[config.mk]
export PLATFORM = sky130hd
export DESIGN_NAME = ptc_back_flat
export DESIGN_NICKNAME = d
export VERILOG_FILES = /design/src/ptc_pkg.sv /design/src/ptc_if.sv /design/src/ptc_back.sv /design/src/flat_wrapper.sv
export SDC_FILE = /design/constraint.sdc
export NUM_CORES = 2
export LEC_CHECK = 0
export BUFFER_PORTS_ARGS = -buffer_cell sky130_fd_sc_hd__buf_2
export CAP_MARGIN = 0
export CELL_PAD_IN_SITES_DETAIL_PLACEMENT = 1
export CELL_PAD_IN_SITES_GLOBAL_PLACEMENT = 1
export CORE_MARGIN = 2
export CORE_UTILIZATION = 45
export CTS_BUF_LIST = sky130_fd_sc_hd__clkbuf_4
export DETAILED_ROUTE_END_ITERATION = 8
export PLACE_DENSITY = 0.77
export SLEW_MARGIN = 20
export SYNTH_ARGS = -nofsm -noshare
export SYNTH_HDL_FRONTEND = slang
export SYNTH_SLANG_ARGS = --single-unit
[constraint.sdc]
create_clock -name clk -period 24.2 [get_ports clk]
set_input_delay 7.26 -clock clk [delete_from_list [all_inputs] [get_ports clk]]
set_output_delay 7.26 -clock clk [all_outputs]
set_load 0.05 [all_outputs]
[src/ptc_pkg.sv]
// Package: shared types, constants and helper functions for pressure/temperature compensation
package ptc_pkg;

  localparam logic [31:0] PRESS_OFFS   = 32'd64000;
  localparam logic [31:0] PRESS_BASE   = 32'd1048576;
  localparam logic [31:0] PRESS_SCALE  = 32'd3125;
  localparam logic [31:0] SIGN_BIT     = 32'h8000_0000;
  localparam logic [31:0] VAR1_OFFS    = 32'd32768;
  localparam logic [31:0] ROUND_CENTI  = 32'd128;

  localparam int unsigned DIV_STEPS = 32;

  typedef enum logic [1:0] {
    REG_TEMP_CALIB    = 2'd0,
    REG_PRESS_CALIB_A = 2'd1,
    REG_PRESS_CALIB_B = 2'd2,
    REG_PRESS_CALIB_C = 2'd3
  } reg_idx_t;

  // calibration words, already extended to 32 bits
  typedef struct packed {
    logic [31:0] t1;
    logic [31:0] t2;
    logic [31:0] t3;
    logic [31:0] p1;
    logic [31:0] p2;
    logic [31:0] p3;
    logic [31:0] p4;
    logic [31:0] p5;
    logic [31:0] p6;
    logic [31:0] p7;
    logic [31:0] p8;
    logic [31:0] p9;
  } calib_t;

  // results that ride alongside the divider
  typedef struct packed {
    logic [31:0] fine;
    logic [31:0] cent;
    logic        halve;
    logic        bad;
  } side_t;

  function automatic logic [31:0] asr(input logic [31:0] x, input int unsigned s);
    logic signed [31:0] xs;
    xs = x;
    return 32'(xs >>> s);
  endfunction

  function automatic logic [31:0] sx16(input logic [15:0] v);
    return {{16{v[15]}}, v};
  endfunction

endpackage

[src/ptc_if.sv]


interface ptc_result_if;
  logic        valid;
  logic        ready;
  logic [31:0] fine_temperature;
  logic [31:0] temperature_centi;
  logic [31:0] pressure_pa;
  logic        pressure_invalid;
  modport source(output valid, fine_temperature, temperature_centi, pressure_pa,
                 pressure_invalid, input ready);
  modport sink(input valid, fine_temperature, temperature_centi, pressure_pa,
               pressure_invalid, output ready);
endinterface

[src/ptc_back.sv]
// Back pipeline: second-order pressure correction and output register
module ptc_back (
  input  logic                  clk,
  input  logic                  rst,
  input  logic                  en,
  input  ptc_pkg::calib_t       cal,
  input  logic                  in_valid,
  input  logic [31:0]           quo,
  input  ptc_pkg::side_t        side,
  ptc_result_if.source          result
);
  import ptc_pkg::*;

  logic        v1, v2, v3;
  logic [31:0] p0, p1r, qq1, bp1, p2r, am2, bp2;
  side_t       s1, s2;
  logic [31:0] q0;

  assign p0 = side.halve ? (quo << 1) : quo;
  assign q0 = p0 >> 3;

  always_ff @(posedge clk) begin
    if (rst) begin
      {v1, v2, v3} <= '0;
    end else if (en) begin
      {v1, v2, v3} <= {in_valid, v1, v2};
    end
  end

  always_ff @(posedge clk) begin
    if (en) begin
      p1r <= p0;
      qq1 <= 32'(q0 * q0);
      bp1 <= 32'((p0 >> 2) * cal.p8);
      s1  <= side;
      p2r <= p1r;
      am2 <= 32'(cal.p9 * (qq1 >> 13));
      bp2 <= bp1;
      s2  <= s1;
      result.fine_temperature  <= s2.fine;
      result.temperature_centi <= s2.cent;
      result.pressure_invalid  <= s2.bad;
      result.pressure_pa       <= s2.bad ? '0 :
        p2r + asr(asr(am2, 12) + asr(bp2, 13) + cal.p7, 4);
    end
  end

  assign result.valid = v3;

endmodule

[src/flat_wrapper.sv]
// flat-port wrapper written by rule: the top's interface ports become plain ports
module ptc_back_flat import ptc_pkg::*;
  (clk, rst, en, cal, in_valid, quo, side, result_valid, result_fine_temperature, result_temperature_centi, result_pressure_pa, result_pressure_invalid, result_ready);
  ptc_result_if result_i ();
  input  logic clk;
  input  logic rst;
  input  logic en;
  input  ptc_pkg::calib_t cal;
  input  logic in_valid;
  input  logic [31:0] quo;
  input  ptc_pkg::side_t side;
  output wire logic [$bits(result_i.valid)-1:0] result_valid;
  output wire logic [$bits(result_i.fine_temperature)-1:0] result_fine_temperature;
  output wire logic [$bits(result_i.temperature_centi)-1:0] result_temperature_centi;
  output wire logic [$bits(result_i.pressure_pa)-1:0] result_pressure_pa;
  output wire logic [$bits(result_i.pressure_invalid)-1:0] result_pressure_invalid;
  input wire logic [$bits(result_i.ready)-1:0] result_ready;
  assign result_valid = result_i.valid;
  assign result_fine_temperature = result_i.fine_temperature;
  assign result_temperature_centi = result_i.temperature_centi;
  assign result_pressure_pa = result_i.pressure_pa;
  assign result_pressure_invalid = result_i.pressure_invalid;
  assign result_i.ready = result_ready;
  ptc_back u_core (.clk(clk), .rst(rst), .en(en), .cal(cal), .in_valid(in_valid), .quo(quo), .side(side), .result(result_i));
endmodule
==> qor.tcl <==
set qor(status) {finished, final reports clean}
set qor(die_height_um) 354
set qor(syn2layout_area_growth_pct) 8.08
set qor(yosys_most_used_dff) {sky130_fd_sc_hd__edfxtp_1}
set qor(final_common_cell) {sky130_fd_sc_hd__inv_1}
set qor(synth-edff-count) 368
set qor(synth_xor_xnor_area_share_pct) 3.62
set qor(clock_buffers_created_by_tritoncts) 97
set qor(finalHoldViolCount) 0
set qor(dpl.hpwl_um) 122000
set qor(endpoint_kind) {register}
set qor(numPortBuffers) 295
set qor(synth.net_count) 7362
set qor(yosys.area_share.simple_pct) 12.3
set qor(floorplan.rows) 128
set qor(timing.max_cap.violations) 0
set qor(ys_seq_area_share_pct) 20.2
set qor(drt_pass1_iterations) 5
set qor(gr-total-overflow) 0
set qor(clk-insertion-delay-late_ps) 860
set qor(routed_wirelength_um) 156000
set qor(htreeDepth) 3
set qor(async_s_r_ff_share_synth_pct) 0
set qor(crit_top_cell) {sky130_fd_sc_hd__fa_1}
set qor(fin_worst_skew_ps) 50.5
set qor(hold_path.class) {reg2reg}
set qor(number_of_drc_violations_after_detailed_routing_iteration_0) 2187
set qor(synth_seq_cells) 371
set qor(drive_gt1_share_pct) 9.91
set qor(place_congestion) 0.866
set qor(post_synth_instance_area_sq_um) 55100
set qor(critical-path-slowest-cell) {sky130_fd_sc_hd__buf_4}
set qor(fin_crit_sh_pct) 64.5
set qor(grt_pass1_wl_um) 248000
set qor(layout.cells.most_common_list) {sky130_fd_sc_hd__inv_1, sky130_fd_sc_hd__fa_1, sky130_fd_sc_hd__nand2_1}
set qor(worst-slew-pin-transition_ps) 1170
set qor(timing.final.max_slew_violations) 0
set qor(final_net_count) 7614
set qor(multi_input_comb_area_sq_um) 38400
set qor(start_util_pct) 45.3
set qor(synth_top_family_by_area) {adder cells}
set qor(pin_count_of_the_biggest_net_entering_global_routing) 190
set qor(sequential_cell_area_sq_um) 11100
set qor(die_area_sq_um) 125000
set qor(fill_cells) 13767
set qor(horiz_die_dim_um) 354
set qor(cts-root-buf) {sky130_fd_sc_hd__clkbuf_4}
set qor(synth.yosys.warnings) 0
set qor(critical_path_required_ps) 24770
set qor(finalSetupViolCount) 0
set qor(max_slew_margin_pct) 19.9
set qor(clock.fmax_mhz) 64.1
set qor(tritoncts_clock_tree) {yes}
set qor(yosysUniqueCellTypes) 77
set qor(post-route-min-period_ps) 15610
set qor(routedWlPerCell_um) 21.3
set qor(core-area_sq_um) 122000
set qor(grt_pass1_vias) 44682
set qor(clock_path_buffers) 3
set qor(crit_path_max_incr_delay_ps) 560
set qor(setup-tns-final_ps) 0
set qor(i_o_pin_cnt) 585
set qor(rsz0062_at_grt) {no}
set qor(synth_compound_gate_area_share_pct) 3.59
set qor(critical_path.max_fanout) 33
set qor(clk_pin_slew_worst_paths_ps) 60
set qor(hold_buffers) 0
set qor(netlist_instances) 5371
set qor(avgViaCountPerCell) 5.22
set qor(cts-resized-gates) 0
set qor(drt_drc_violations_left) 0
set qor(cts_sinks) 371
set qor(crit_type) {in2reg}
set qor(syn_avg_cell_area_sq_um) 10.3
set qor(post_synth_mux_area_share_pct) 0.733
set qor(synth_fa_ha_area_share_pct) 49.4
set qor(cp_data_arrival_time_ps) 16180
set qor(post-cts-setup-buffers) 0
set qor(grt_antenna_before_repair) 9
set qor(groute.usage.overall_pct) 25.6
set qor(ant_nets) 0
set qor(dr_total_vias) 38228
set qor(startpoint_class) {input port}
-- worst paths after layout --
path | startpoint | endpoint | slack, ps | depth (start not counted)
hold reg to reg | u_core.s1[43]$_DFFE_PP_ | u_core.s2[43]$_DFFE_PP_ | 400 | 0
setup reg to reg | u_core.bp2[14]$_DFFE_PP_ | u_core.result.pressure_pa[28]$_SDFFCE_PP0P_ | 16750 | 31
hold / removal | u_core.s1[43]$_DFFE_PP_ | u_core.s2[43]$_DFFE_PP_ | 400 | 0
setup / recovery | side[1] | u_core.qq1[31]$_DFFE_PP_ | 8590 | 30
-- metal layers --
metal  share of wire [%]  wire length [um]  up-vias  track usage, %
met5              0.0083                13        -               0
met4                 3.5              5450        2            8.85
met3                 6.0              9380      291            3.16
met2                  50             78000     1260            44.9
met1                  40             63000    20103            32.8
li1                    -                 -    16572               -
-- cell usage after synthesis, drive strengths merged, types with 2 or more instances --
library cell	n	area share, %
a2111oi	5	0.10
a211o	3	0.048
a211oi	13	0.18
a21boi	3	0.041
a21o	38	0.52
a21oi	84	0.77
a221oi	4	0.075
a31oi	8	0.13
a41oi	2	0.032
and2	429	4.9
and3	6	0.068
and4	3	0.048
buf	12	0.10
clkbuf	194	1.3
dfxtp	3	0.11
edfxtp	368	20
fa	1118	41
ha	386	8.8
inv	1285	8.8
mux2	4	0.082
mux2i	32	0.65
nand2	671	4.6
nand2b	15	0.17
nand3	16	0.15
nand4	11	0.12
nor2	222	1.5
nor2b	21	0.24
nor3	28	0.25
nor3b	3	0.041
nor4	2	0.023
o2111ai	3	0.048
o211ai	6	0.082
o21a	33	0.45
o21ai	57	0.54
o21bai	18	0.25
o31ai	3	0.041
o41ai	2	0.045
or2	5	0.057
or3	9	0.10
or4	3	0.048
xnor2	169	2.7
xor2	55	0.89
-- flip-flops by register name, summed over array words and instances (netlist names), 19 cells and up --
signal                           cells
u_core.s2                           65
u_core.am2                          20
u_core.result.pressure_pa           32
u_core.bp2                          19
u_core.result.fine_temperature      32
u_core.qq1                          20
u_core.s1                           65
u_core.p2r                          32
u_core.p1r                          31
u_core.bp1                          19
u_core.result.temperature_centi     32
-- worst max-delay path: cells and delay by family --
kind                       cells  cell delay, ps
adders and majority gates      9            4240
AOI/OAI and AO/OA              7            1930
muxes                          1             160
xor gates and xnor gates       1              80
and+or+nand+nor                2             320
buffers and inverters         10            2140
-- area by class of cell --
cell class / count / area share (%)
Inverter: 1286 / 8.11
Sequential cell: 371 / 18.7
Tap cell: 1625 / 3.41
Timing Repair Buffer: 359 / 3.32
Antenna cell: 3 / 0.0126
Clock buffer: 139 / 1.75
Multi-Input combinational cell: 3508 / 64.5
Clock inverter: 31 / 0.275
-- metrics by stage --
step                      std cells  util, %  hold slack [ps]  setup WS [ps]  cell area [sq um]
after CTS                      7319     48.9              382           8690              59500
after global routing           7322     48.9              394           8120              59600
after floorplan                5371        -              400           9140              55100
final                          7322     48.9              401           8590              59600
after detailed placement       7149     47.9              405           7800              58300
after global placement         7149     47.9              401           7930              58300
-- cells by family (layout without fill, tap and decap cells) --
kind of cell | Yosys count | count (layout)
adder cells (fa/ha/maj) | 1504 | 1504
buffers and inverters | 1492 | 1815
AND/OR/NAND/NOR | 1447 | 1447
flip-flops | 371 | 371
AO/OA/AOI/OAI | 296 | 296
XOR/XNOR | 225 | 225
multiplexers | 36 | 36
other | 0 | 3
Power is not shown: default switching activity piles up to over one toggle a cycle in this logic, so the estimate is an artifact.
